===== src/hw/rtl/unique_key_sequential_table_assert.svh =====
// Assertion macros for the unique key table.
// Included by the top level; needs no package.
`ifndef UNIQUE_KEY_SEQUENTIAL_TABLE_ASSERT_SVH
`define UNIQUE_KEY_SEQUENTIAL_TABLE_ASSERT_SVH

// Same-cycle implication, reset masks the check.
`define UKTAB_ASSERT_SAME(label, clk, rst, ante, cons, msg) \
   label: assert property (@(posedge clk) disable iff (rst) (ante) |-> (cons)) \
      else $error(msg);

// Next-cycle implication, reset masks the check.
`define UKTAB_ASSERT_NEXT(label, clk, rst, ante, cons, msg) \
   label: assert property (@(posedge clk) disable iff (rst) (ante) |=> (cons)) \
      else $error(msg);

`endif


===== src/hw/rtl/uktab_pkg.sv =====
// Shared types, widths and codes of the unique key table.
// No dependencies; compile first.
package uktab_pkg;

   localparam int DEPTH   = 64;
   localparam int ADDR_W  = (DEPTH > 1) ? $clog2(DEPTH) : 1;
   localparam int CNT_W   = 7;
   localparam int KEY_W   = 16;
   localparam int AGE_W   = 8;
   localparam int ENTRY_W = KEY_W + AGE_W;

   localparam logic [CNT_W-1:0] FULL_COUNT = CNT_W'(DEPTH);

   typedef enum logic [1:0] {
      KIND_INSERT      = 2'd0,
      KIND_REMOVE_KEY  = 2'd1,
      KIND_REMOVE_LAST = 2'd2,
      KIND_FILTER      = 2'd3
   } uktab_kind_type;

   typedef enum logic [2:0] {
      STAT_ADDED    = 3'd0,
      STAT_DUP      = 3'd1,
      STAT_FULL     = 3'd2,
      STAT_REMOVED  = 3'd3,
      STAT_NOTFOUND = 3'd4,
      STAT_MATCH    = 3'd5,
      STAT_NOMATCH  = 3'd6
   } uktab_status_type;

   typedef enum logic [1:0] {
      S_IDLE,
      S_SCAN,
      S_SHIFT,
      S_RESULT
   } uktab_state_type;

   typedef struct packed {
      uktab_status_type   status;
      logic [KEY_W-1:0]   out_key;
      logic [AGE_W-1:0]   out_age;
      logic               last_item;
      logic [CNT_W-1:0]   entry_total;
   } uktab_result_type;

   typedef struct packed {
      logic               we;
      logic [ADDR_W-1:0]  addr;
      logic [ENTRY_W-1:0] data;
   } uktab_ram_wr_type;

endpackage


===== src/hw/rtl/uktab_if.sv =====
// Valid/ready channel interfaces for request and response transactions.
// Depends on uktab_pkg.
interface uktab_req_if;
   logic                          valid;
   logic                          ready;
   uktab_pkg::uktab_kind_type     kind;
   logic [uktab_pkg::KEY_W-1:0]   game_key;
   logic [uktab_pkg::AGE_W-1:0]   age_value;
   logic [uktab_pkg::AGE_W-1:0]   min_age;

   modport source (output valid, kind, game_key, age_value, min_age, input ready);
   modport sink   (input valid, kind, game_key, age_value, min_age, output ready);
endinterface

interface uktab_rsp_if;
   logic                          valid;
   logic                          ready;
   uktab_pkg::uktab_status_type   status;
   logic [uktab_pkg::KEY_W-1:0]   out_key;
   logic [uktab_pkg::AGE_W-1:0]   out_age;
   logic                          last_item;
   logic [uktab_pkg::CNT_W-1:0]   entry_total;

   modport source (output valid, status, out_key, out_age, last_item, entry_total,
                   input ready);
   modport sink   (input valid, status, out_key, out_age, last_item, entry_total,
                   output ready);
endinterface


===== src/hw/rtl/uktab_ram.sv =====
// Generic simple dual-port RAM: one write port, one read port, registered read.
// No dependencies.
module uktab_ram #(
   parameter int WIDTH = 8,
   parameter int DEPTH = 16
) (
   input  logic                                         clock,
   input  logic                                         we,
   input  logic [((DEPTH > 1) ? $clog2(DEPTH) : 1)-1:0] waddr,
   input  logic [WIDTH-1:0]                             wdata,
   input  logic [((DEPTH > 1) ? $clog2(DEPTH) : 1)-1:0] raddr,
   output logic [WIDTH-1:0]                             rdata
);
   logic [WIDTH-1:0] mem_ff [DEPTH];
   logic [WIDTH-1:0] rdata_ff;

   always_ff @(posedge clock) begin
      if (we) begin
         mem_ff[waddr] <= wdata;
      end
      rdata_ff <= mem_ff[raddr];
   end

   assign rdata = rdata_ff;
endmodule


===== src/hw/rtl/uktab_engine.sv =====
// Sequencer of the unique key table: scan, compaction shift and filter over the entry RAM.
// Depends on uktab_pkg and uktab_if.
module uktab_engine (
   input  logic                              clock,
   input  logic                              reset,
   uktab_req_if.sink                         req_ch,
   output logic                              res_valid,
   input  logic                              res_ready,
   output uktab_pkg::uktab_result_type       res,
   output uktab_pkg::uktab_ram_wr_type       ram_wr,
   output logic [uktab_pkg::ADDR_W-1:0]      ram_raddr,
   input  logic [uktab_pkg::ENTRY_W-1:0]     ram_rdata
);
   import uktab_pkg::*;

   uktab_state_type  state_ff, state_in;
   uktab_kind_type   op_ff, op_in;
   uktab_status_type status_ff, status_in;
   logic [CNT_W-1:0] idx_ff, idx_in;
   logic [CNT_W-1:0] fill_ff, fill_in;
   logic [KEY_W-1:0] key_ff, key_in;
   logic [AGE_W-1:0] age_ff, age_in;
   logic [AGE_W-1:0] min_ff, min_in;
   logic             pend_vld_ff, pend_vld_in;
   logic [KEY_W-1:0] pend_key_ff, pend_key_in;
   logic [AGE_W-1:0] pend_age_ff, pend_age_in;

   logic [KEY_W-1:0] rd_key;
   logic [AGE_W-1:0] rd_age;
   logic [CNT_W-1:0] idx_next;
   logic [CNT_W-1:0] idx_prev;
   logic             more;
   logic             key_hit;
   logic             age_hit;

   assign rd_key   = ram_rdata[ENTRY_W-1:AGE_W];
   assign rd_age   = ram_rdata[AGE_W-1:0];
   assign idx_next = idx_ff + 1'b1;
   assign idx_prev = idx_ff - 1'b1;
   assign more     = idx_ff < fill_ff;
   assign key_hit  = rd_key == key_ff;
   assign age_hit  = rd_age >= min_ff;

   always_ff @(posedge clock) begin
      if (reset) begin
         state_ff    <= S_IDLE;
         fill_ff     <= '0;
         idx_ff      <= '0;
         pend_vld_ff <= 1'b0;
         op_ff       <= KIND_INSERT;
         status_ff   <= STAT_ADDED;
      end else begin
         state_ff    <= state_in;
         fill_ff     <= fill_in;
         idx_ff      <= idx_in;
         pend_vld_ff <= pend_vld_in;
         op_ff       <= op_in;
         status_ff   <= status_in;
      end
      key_ff      <= key_in;
      age_ff      <= age_in;
      min_ff      <= min_in;
      pend_key_ff <= pend_key_in;
      pend_age_ff <= pend_age_in;
   end

   always_comb begin
      state_in     = state_ff;
      op_in        = op_ff;
      status_in    = status_ff;
      idx_in       = idx_ff;
      fill_in      = fill_ff;
      key_in       = key_ff;
      age_in       = age_ff;
      min_in       = min_ff;
      pend_vld_in  = pend_vld_ff;
      pend_key_in  = pend_key_ff;
      pend_age_in  = pend_age_ff;
      req_ch.ready = 1'b0;
      res_valid    = 1'b0;
      res          = '0;
      ram_wr       = '0;
      ram_raddr    = '0;

      case (state_ff)
         S_IDLE: begin
            req_ch.ready = 1'b1;
            if (req_ch.valid) begin
               op_in       = req_ch.kind;
               key_in      = req_ch.game_key;
               age_in      = req_ch.age_value;
               min_in      = req_ch.min_age;
               idx_in      = '0;
               pend_vld_in = 1'b0;
               case (req_ch.kind)
                  KIND_INSERT: begin
                     if (fill_ff == FULL_COUNT) begin
                        status_in = STAT_FULL;
                        state_in  = S_RESULT;
                     end else begin
                        state_in = S_SCAN;
                     end
                  end
                  KIND_REMOVE_KEY, KIND_FILTER: begin
                     state_in = S_SCAN;
                  end
                  KIND_REMOVE_LAST: begin
                     if (fill_ff == '0) begin
                        status_in = STAT_NOTFOUND;
                     end else begin
                        fill_in   = fill_ff - 1'b1;
                        status_in = STAT_REMOVED;
                     end
                     state_in = S_RESULT;
                  end
                  default: state_in = S_IDLE;
               endcase
            end
         end

         S_SCAN: begin
            if (!more) begin
               case (op_ff)
                  KIND_INSERT: begin
                     ram_wr.we   = 1'b1;
                     ram_wr.addr = fill_ff[ADDR_W-1:0];
                     ram_wr.data = {key_ff, age_ff};
                     fill_in     = fill_ff + 1'b1;
                     status_in   = STAT_ADDED;
                  end
                  KIND_REMOVE_KEY: status_in = STAT_NOTFOUND;
                  default: status_in = pend_vld_ff ? STAT_MATCH : STAT_NOMATCH;
               endcase
               state_in = S_RESULT;
            end else begin
               case (op_ff)
                  KIND_INSERT: begin
                     if (key_hit) begin
                        status_in = STAT_DUP;
                        state_in  = S_RESULT;
                     end else begin
                        idx_in    = idx_next;
                        ram_raddr = idx_next[ADDR_W-1:0];
                     end
                  end
                  KIND_REMOVE_KEY: begin
                     // step to the next entry; on the first match, start pulling later entries down
                     idx_in    = idx_next;
                     ram_raddr = idx_next[ADDR_W-1:0];
                     if (key_hit) begin
                        state_in = S_SHIFT;
                     end
                  end
                  KIND_FILTER: begin
                     if (age_hit && pend_vld_ff && !res_ready) begin
                        // hold: re-read the same entry until the held match drains
                        ram_raddr = idx_ff[ADDR_W-1:0];
                     end else begin
                        if (age_hit) begin
                           if (pend_vld_ff) begin
                              res_valid       = 1'b1;
                              res.status      = STAT_MATCH;
                              res.out_key     = pend_key_ff;
                              res.out_age     = pend_age_ff;
                              res.last_item   = 1'b0;
                              res.entry_total = fill_ff;
                           end
                           pend_vld_in = 1'b1;
                           pend_key_in = rd_key;
                           pend_age_in = rd_age;
                        end
                        idx_in    = idx_next;
                        ram_raddr = idx_next[ADDR_W-1:0];
                     end
                  end
                  default: state_in = S_IDLE;
               endcase
            end
         end

         S_SHIFT: begin
            if (!more) begin
               fill_in   = fill_ff - 1'b1;
               status_in = STAT_REMOVED;
               state_in  = S_RESULT;
            end else begin
               ram_wr.we   = 1'b1;
               ram_wr.addr = idx_prev[ADDR_W-1:0];
               ram_wr.data = ram_rdata;
               idx_in      = idx_next;
               ram_raddr   = idx_next[ADDR_W-1:0];
            end
         end

         S_RESULT: begin
            res_valid       = 1'b1;
            res.status      = status_ff;
            res.last_item   = 1'b1;
            res.entry_total = fill_ff;
            if (status_ff == STAT_MATCH) begin
               res.out_key = pend_key_ff;
               res.out_age = pend_age_ff;
            end
            if (res_ready) begin
               state_in = S_IDLE;
            end
         end

         default: state_in = S_IDLE;
      endcase
   end
endmodule


===== src/hw/rtl/uktab_rsp_reg.sv =====
// Output register stage of the response channel; parts the sequencer from the sink.
// Depends on uktab_pkg and uktab_if.
module uktab_rsp_reg (
   input  logic                        clock,
   input  logic                        reset,
   input  logic                        res_valid,
   output logic                        res_ready,
   input  uktab_pkg::uktab_result_type res,
   uktab_rsp_if.source                 rsp_ch
);
   import uktab_pkg::*;

   logic             valid_ff, valid_in;
   uktab_result_type data_ff, data_in;
   logic             load;

   assign res_ready = !valid_ff || rsp_ch.ready;
   assign load      = res_valid && res_ready;

   always_comb begin
      data_in  = load ? res : data_ff;
      valid_in = load ? 1'b1 : (rsp_ch.ready ? 1'b0 : valid_ff);
   end

   always_ff @(posedge clock) begin
      if (reset) begin
         valid_ff <= 1'b0;
      end else begin
         valid_ff <= valid_in;
      end
      data_ff <= data_in;
   end

   assign rsp_ch.valid       = valid_ff;
   assign rsp_ch.status      = data_ff.status;
   assign rsp_ch.out_key     = data_ff.out_key;
   assign rsp_ch.out_age     = data_ff.out_age;
   assign rsp_ch.last_item   = data_ff.last_item;
   assign rsp_ch.entry_total = data_ff.entry_total;
endmodule


===== src/hw/rtl/unique_key_sequential_table.sv =====
// Unique key table: a packed list of up to DEPTH (64) entries, each a 16-bit key and an 8-bit
// age, kept in insertion order in one RAM with a registered read. One request transaction is
// taken at a time; req_ch.ready is high only while the sequencer is idle.
// Insert checks for a full table, then scans every held entry for a duplicate and appends.
// Remove by key scans to the first match and then shifts each later entry down one place,
// one entry per cycle. Remove last only lowers the fill count. Filter walks all held
// entries, one per cycle while the response sink does not stall a held match, and sends one
// response transaction per match with last_item on the final one (a single "no match"
// response when nothing qualifies). The single read port of the entry RAM sets this pace.
// A response register sits on the output, so the next request is taken while the last
// response still waits. The entry RAM needs no clearing after reset: only positions below
// the fill count are used.
`include "unique_key_sequential_table_assert.svh"

module unique_key_sequential_table (
   input  logic        clock,
   input  logic        reset,
   uktab_req_if.sink   req_ch,
   uktab_rsp_if.source rsp_ch
);
   import uktab_pkg::*;

   uktab_result_type         res;
   logic                     res_valid;
   logic                     res_ready;
   uktab_ram_wr_type         ram_wr;
   logic [ADDR_W-1:0]        ram_raddr;
   logic [ENTRY_W-1:0]       ram_rdata;

   // Entry storage: {key, age} per position.
   uktab_ram #(
      .WIDTH (ENTRY_W),
      .DEPTH (DEPTH)
   ) u_entry_ram (
      .clock (clock),
      .we    (ram_wr.we),
      .waddr (ram_wr.addr),
      .wdata (ram_wr.data),
      .raddr (ram_raddr),
      .rdata (ram_rdata)
   );

   // Sequencer: owns the fill count and walks the RAM for search, shift and filter.
   uktab_engine u_engine (
      .clock     (clock),
      .reset     (reset),
      .req_ch    (req_ch),
      .res_valid (res_valid),
      .res_ready (res_ready),
      .res       (res),
      .ram_wr    (ram_wr),
      .ram_raddr (ram_raddr),
      .ram_rdata (ram_rdata)
   );

   // Output register: hold a finished response until the sink takes it.
   uktab_rsp_reg u_rsp_reg (
      .clock     (clock),
      .reset     (reset),
      .res_valid (res_valid),
      .res_ready (res_ready),
      .res       (res),
      .rsp_ch    (rsp_ch)
   );

   // Only a non-final filter match may leave last_item low.
   `UKTAB_ASSERT_SAME(a_last_only_match, clock, reset, rsp_ch.valid && !rsp_ch.last_item, rsp_ch.status == STAT_MATCH, "non-final response is not a match")
   // Key and age are zero on every response other than a match.
   `UKTAB_ASSERT_SAME(a_zero_payload, clock, reset, rsp_ch.valid && (rsp_ch.status != STAT_MATCH), (rsp_ch.out_key == '0) && (rsp_ch.out_age == '0), "payload not zero on non-match response")
   // The entry count never exceeds the table depth.
   `UKTAB_ASSERT_SAME(a_total_bound, clock, reset, rsp_ch.valid, rsp_ch.entry_total <= FULL_COUNT, "entry total beyond depth")
   // A request transaction makes the sequencer busy for at least the next cycle.
   `UKTAB_ASSERT_NEXT(a_busy_after_req, clock, reset, req_ch.valid && req_ch.ready, !req_ch.ready, "request taken while busy")
endmodule


===== src/flat_wrapper.sv =====
// flat-port wrapper written by rule: the top's interface ports become plain ports
module unique_key_sequential_table_flat import uktab_pkg::*;
  (clock, reset, req_ch_valid, req_ch_kind, req_ch_game_key, req_ch_age_value, req_ch_min_age, req_ch_ready, rsp_ch_valid, rsp_ch_status, rsp_ch_out_key, rsp_ch_out_age, rsp_ch_last_item, rsp_ch_entry_total, rsp_ch_ready);
  uktab_req_if req_ch_i ();
  uktab_rsp_if rsp_ch_i ();
  input  logic clock;
  input  logic reset;
  input wire logic [$bits(req_ch_i.valid)-1:0] req_ch_valid;
  input wire logic [$bits(req_ch_i.kind)-1:0] req_ch_kind;
  input wire logic [$bits(req_ch_i.game_key)-1:0] req_ch_game_key;
  input wire logic [$bits(req_ch_i.age_value)-1:0] req_ch_age_value;
  input wire logic [$bits(req_ch_i.min_age)-1:0] req_ch_min_age;
  output wire logic [$bits(req_ch_i.ready)-1:0] req_ch_ready;
  output wire logic [$bits(rsp_ch_i.valid)-1:0] rsp_ch_valid;
  output wire logic [$bits(rsp_ch_i.status)-1:0] rsp_ch_status;
  output wire logic [$bits(rsp_ch_i.out_key)-1:0] rsp_ch_out_key;
  output wire logic [$bits(rsp_ch_i.out_age)-1:0] rsp_ch_out_age;
  output wire logic [$bits(rsp_ch_i.last_item)-1:0] rsp_ch_last_item;
  output wire logic [$bits(rsp_ch_i.entry_total)-1:0] rsp_ch_entry_total;
  input wire logic [$bits(rsp_ch_i.ready)-1:0] rsp_ch_ready;
  assign req_ch_i.valid = req_ch_valid;
  assign req_ch_i.kind = req_ch_kind;
  assign req_ch_i.game_key = req_ch_game_key;
  assign req_ch_i.age_value = req_ch_age_value;
  assign req_ch_i.min_age = req_ch_min_age;
  assign req_ch_ready = req_ch_i.ready;
  assign rsp_ch_valid = rsp_ch_i.valid;
  assign rsp_ch_status = rsp_ch_i.status;
  assign rsp_ch_out_key = rsp_ch_i.out_key;
  assign rsp_ch_out_age = rsp_ch_i.out_age;
  assign rsp_ch_last_item = rsp_ch_i.last_item;
  assign rsp_ch_entry_total = rsp_ch_i.entry_total;
  assign rsp_ch_i.ready = rsp_ch_ready;
  unique_key_sequential_table u_core (.clock(clock), .reset(reset), .req_ch(req_ch_i), .rsp_ch(rsp_ch_i));
endmodule

===== config.mk =====
export PLATFORM = sky130hd
export DESIGN_NAME = unique_key_sequential_table_flat
export DESIGN_NICKNAME = d
export VERILOG_FILES = /design/src/hw/rtl/uktab_pkg.sv /design/src/hw/rtl/uktab_if.sv /design/src/hw/rtl/uktab_ram.sv /design/src/hw/rtl/uktab_engine.sv /design/src/hw/rtl/uktab_rsp_reg.sv /design/src/hw/rtl/unique_key_sequential_table.sv /design/src/flat_wrapper.sv
export VERILOG_INCLUDE_DIRS = /design/src /design/src/hw/rtl
export SDC_FILE = /design/constraint.sdc
export NUM_CORES = 2
export LEC_CHECK = 0
export ABC_AREA = 0
export ABC_CLOCK_PERIOD_IN_PS = 12500
export BUFFER_PORTS_ARGS = -buffer_cell sky130_fd_sc_hd__clkbuf_2
export CAP_MARGIN = 40
export CORE_AREA = 2 2 417 419
export DETAILED_ROUTE_END_ITERATION = 7
export DIE_AREA = 0 0 419 421
export SLEW_MARGIN = 20
export SYNTH_ARGS = -nofsm -noshare
export SYNTH_HDL_FRONTEND = slang
export SYNTH_SLANG_ARGS = --single-unit

===== constraint.sdc =====
create_clock -name clock -period 12.5 [get_ports clock]
set_clock_uncertainty 0.2 [all_clocks]
set_input_delay 0.625 -clock clock [delete_from_list [all_inputs] [get_ports clock]]
set_output_delay 0.625 -clock clock [all_outputs]
set_load 0.05 [all_outputs]

==> results.md <==
- Status: finished clean
- Via count: 42300
- Fillers: 15170
- EDFF count, synth: 1627
- Initial antenna violation count: 3
- Critical Path RT: 13030 ps
- Post-synth ARST share: 0%
- H-tree Lvls: 4
- Internal: 0.01001 W
- DPL Wire Length: approximately 110000 microns
- Period utilization: between 50% and 60%
- Area after DPL: 0.07075 sq mm
- CP arrival: ~7100 ps
- CTS Sinks: 1674
- Rows: 153
- Final setup margin: 5945 ps
- Reg clk slew, reported paths: 60 ps
- Final setup viols: 0
- CTS tree: built
- Ranking of synthesized cells by area: edfxtp_1 73%, nand2_1 7.0%, nand3_1 2.2%
- Worst-path fanout max: 120
- Mapped cell area: 0.06663 sq mm
- 1st-pass router iterations: 6
- Largest area contributor in the netlist: edfxtp_1
- Most instantiated cells after synthesis: 1627 x edfxtp_1, 1239 x nand2_1, 292 x nand3_1
- Flop pwr share: 47.1%
- Hold slack final: 150.5 ps
- DIE WIDTH: 419 microns
- GR Util All Layers: 21.37%
- Vias in the first global route: 39890
- Lkg Pwr: 25.44 nW
- Hold Startpoint: reset
- Net Switching: a little over 0.004 W
- Routability congestion estimate: 0.8674
- Slew of the pin with the lowest slew margin: just under 1000 ps
- Count of final hold-check violations: 0
- Logic pwr share: between 10% and 20%
- Overall Power: about 0.014 W
- VDD IR max: 0.1284 mV
- Worst relative slew slack: 34.78%
- Seq/Total Area, Yosys: 74.73%
- Max Cap Violations: 0
- Initial core utilization: 38.63%
- Worst setup startpoint: u_core.u_engine.fill_ff[5]
- Startpoint types: flop
- Clock share of power: 35.2%
- Pin count of the biggest net entering global routing: 153
- Setup TNS: 0 ps
- CTS root buf: clkbuf_16
- Yosys reg bits: 1674
- Distinct cell type count after synthesis: 71
- IO Port Bufs: 74
- P per Cell Area: around 180 mW/mm^2
- Reg2Reg Launch Point: u_core.u_engine.fill_ff[5]
- Layout cells sized above 1: 12.97%
- Slew Limit Fails: 0
- Tightest Hold Check Type: in2reg
- Final #Nets: 5093
- Post-CTS Setup Bufs: 0
- Routed length per placed instance: 25.63 microns
- Tmin final: about 6600 ps
- Final instance area: ~0.077 sq mm
- # IOs: 75
- Worst-skew pair later-pin latency: 820 ps
- RSZ-0062 raised after global routing: no
- Syn Area/Cell: 13.72 sq um
- Die Span Y: 421 microns
- Post-Route WL: 192300 microns
- Vias per cell: 5.639
- Total congestion overflow: 0
- Antenna Nets Post-Route: 0
- Kind of critical path: reg2reg
- Crit. End Element: flop
- Fmax: 0.1525 GHz
- Die area: between 0.15 and 0.2 sq mm
- Pre-CTS setup slack: 6206 ps
- Share of the synthesized area in the top cell type: 73.32%
- Top-count cell post-synth: edfxtp_1
- DRC violations left: 0
- Yosys warning total: 0
- Worst-case clock buffer depth: 3
- First-pass GRT wire length: between 200000 and 300000 microns
- Synth-to-Final Area Change: 15.18%
- Sw Share: 28.68%
- Syn nets: ~5000
- Initial DRC count: 5164
- Main synth FF type: edfxtp_1
- Num CTS Buffers: 170
- Core area: approximately 0.17 sq mm
- Number of gates resized after CTS: 0
- Mapped Cells: 4857
[cell usage in the layout (no fill, tap or decap), types with 25 or more instances in the layout]
cell type and instances:
edfxtp_1 1627, nand2_1 1238, nand3_1 292, a21oi_1 247
clkbuf_16 173, buf_4 154, and3_1 100, mux2i_1 95
a311oi_1 94, clkbuf_2 74, nor2_2 69, a31oi_1 62
a221oi_1 59, nor2_1 54, clkbuf_1 50, dfxtp_1 47
o21ai_0 45, a211oi_1 40, clkinv_1 40, dlygate4sd3_1 37
a21o_1 36, nor3_1 32, o22ai_1 31, nor2b_1 28
nor4_1 27, inv_1 26, nand4_1 25, ha_1 25
[critical path: stages (launching register included)]
cell and delay, ps:
dfxtp_1 480, inv_1 120, ha_1 310, a21o_1 180, a21o_1 190, a21o_1 310
nor4_1 580, a311o_2 730, buf_12 490, buf_4 750, nand2_1 110, and3_1 200
a311oi_1 210, a211oi_1 100, buf_2 240, nor4_1 760, a211o_1 290
[layout make-up]
| type | instances | area [sq um] | area share, % |
|---|---|---|---|
| multi-input cells | 2843 | 15980 | 20.83 |
| diodes | 2 | 5.005 | 0.006521 |
| flip-flops and latches | 1674 | 49800 | 64.89 |
| well taps | 2325 | 2909 | 3.790 |
| clock buffers | 227 | 4572 | 5.957 |
| repair buffers | 312 | 2557 | 3.332 |
| clock inverters | 90 | 815.8 | 1.063 |
| inverters | 28 | 105.1 | 0.1369 |
[final timing paths]
check | to | slack [ps] | depth (start not counted)
max | u_core.u_entry_ram.rdata[11] | 5940 | 16
min | u_core.u_engine.status_ff[2] | 150 | 2
max reg2reg | u_core.u_entry_ram.rdata[11] | 5940 | 16
min reg2reg | u_core.u_engine.pend_age_ff[6] | 260 | 0
[power by group through the flow]
| stage | Clock [W] | Sequential (W) | Combinational [W] |
|---|---|---|---|
| final | 0.00494 | 0.00661 | 0.00249 |
| after global routing | 0.00523 | 0.00661 | 0.00267 |
| after detailed placement | 0 | 0.00672 | 0.00242 |
| after CTS | 0.00501 | 0.00660 | 0.00244 |
| after floorplan | 0 | 0.00673 | 0.00143 |
| after global placement | 0 | 0.00671 | 0.00238 |
[per-stage QoR]
| stage | instances | util [%] |
|---|---|---|
| after floorplan | 4857 | - |
| after global placement | 7102 | 40.81 |
| after detailed placement | 7132 | 41.02 |
| after CTS | 7486 | 44.35 |
| after global routing | 7500 | 44.49 |
| final | 7501 | 44.50 |
[cells by family (layout without fill, tap and decap cells)]
| family | after synthesis | in the layout | share of synthesized area (%) |
|---|---|---|---|
| other | 0 | 2 | 0 |
| xor gates and xnor gates | 27 | 27 | 0.3549 |
| buffers and inverters | 340 | 657 | 2.336 |
| muxes | 116 | 116 | 2.120 |
| DFF | 1674 | 1674 | 74.73 |
| and+or+nand+nor | 1926 | 1926 | 12.39 |
| adders and majority gates | 26 | 26 | 0.4995 |
| AOI/OAI and AO/OA | 748 | 748 | 7.564 |
[state kept, by name (all words and copies together) (netlist names), 8 cells and up]
| name | count |
|---|---|
| u_core.u_engine.pend_key_ff | 16 |
| u_core.u_engine.pend_age_ff | 8 |
| u_core.u_entry_ram.mem_ff | 1536 |
| u_core.u_engine.key_ff | 16 |
| u_core.u_entry_ram.rdata | 24 |
| u_core.u_rsp_reg.rsp_ch.out_key | 16 |
| u_core.u_engine.min_ff | 8 |
| u_core.u_rsp_reg.rsp_ch.out_age | 8 |
| u_core.u_engine.age_ff | 8 |
[metal layers]
layer	vias to the layer above	track usage, %	part of all wire (%)
li1	18610	-	-
met4	0	6.552	2.3
met1	21400	30.46	42
met5	-	0	0
met3	267	4.010	9.2
met2	2025	33.18	46
[repair_timing]
action | 4_1_cts | 5_1_grt
hold buffers | 37 | 0
endpoints found under the hold margin | 35 | 0
endpoints found under the setup margin | 0 | 0
No activity file was read; power rests on OpenSTA's default activity.
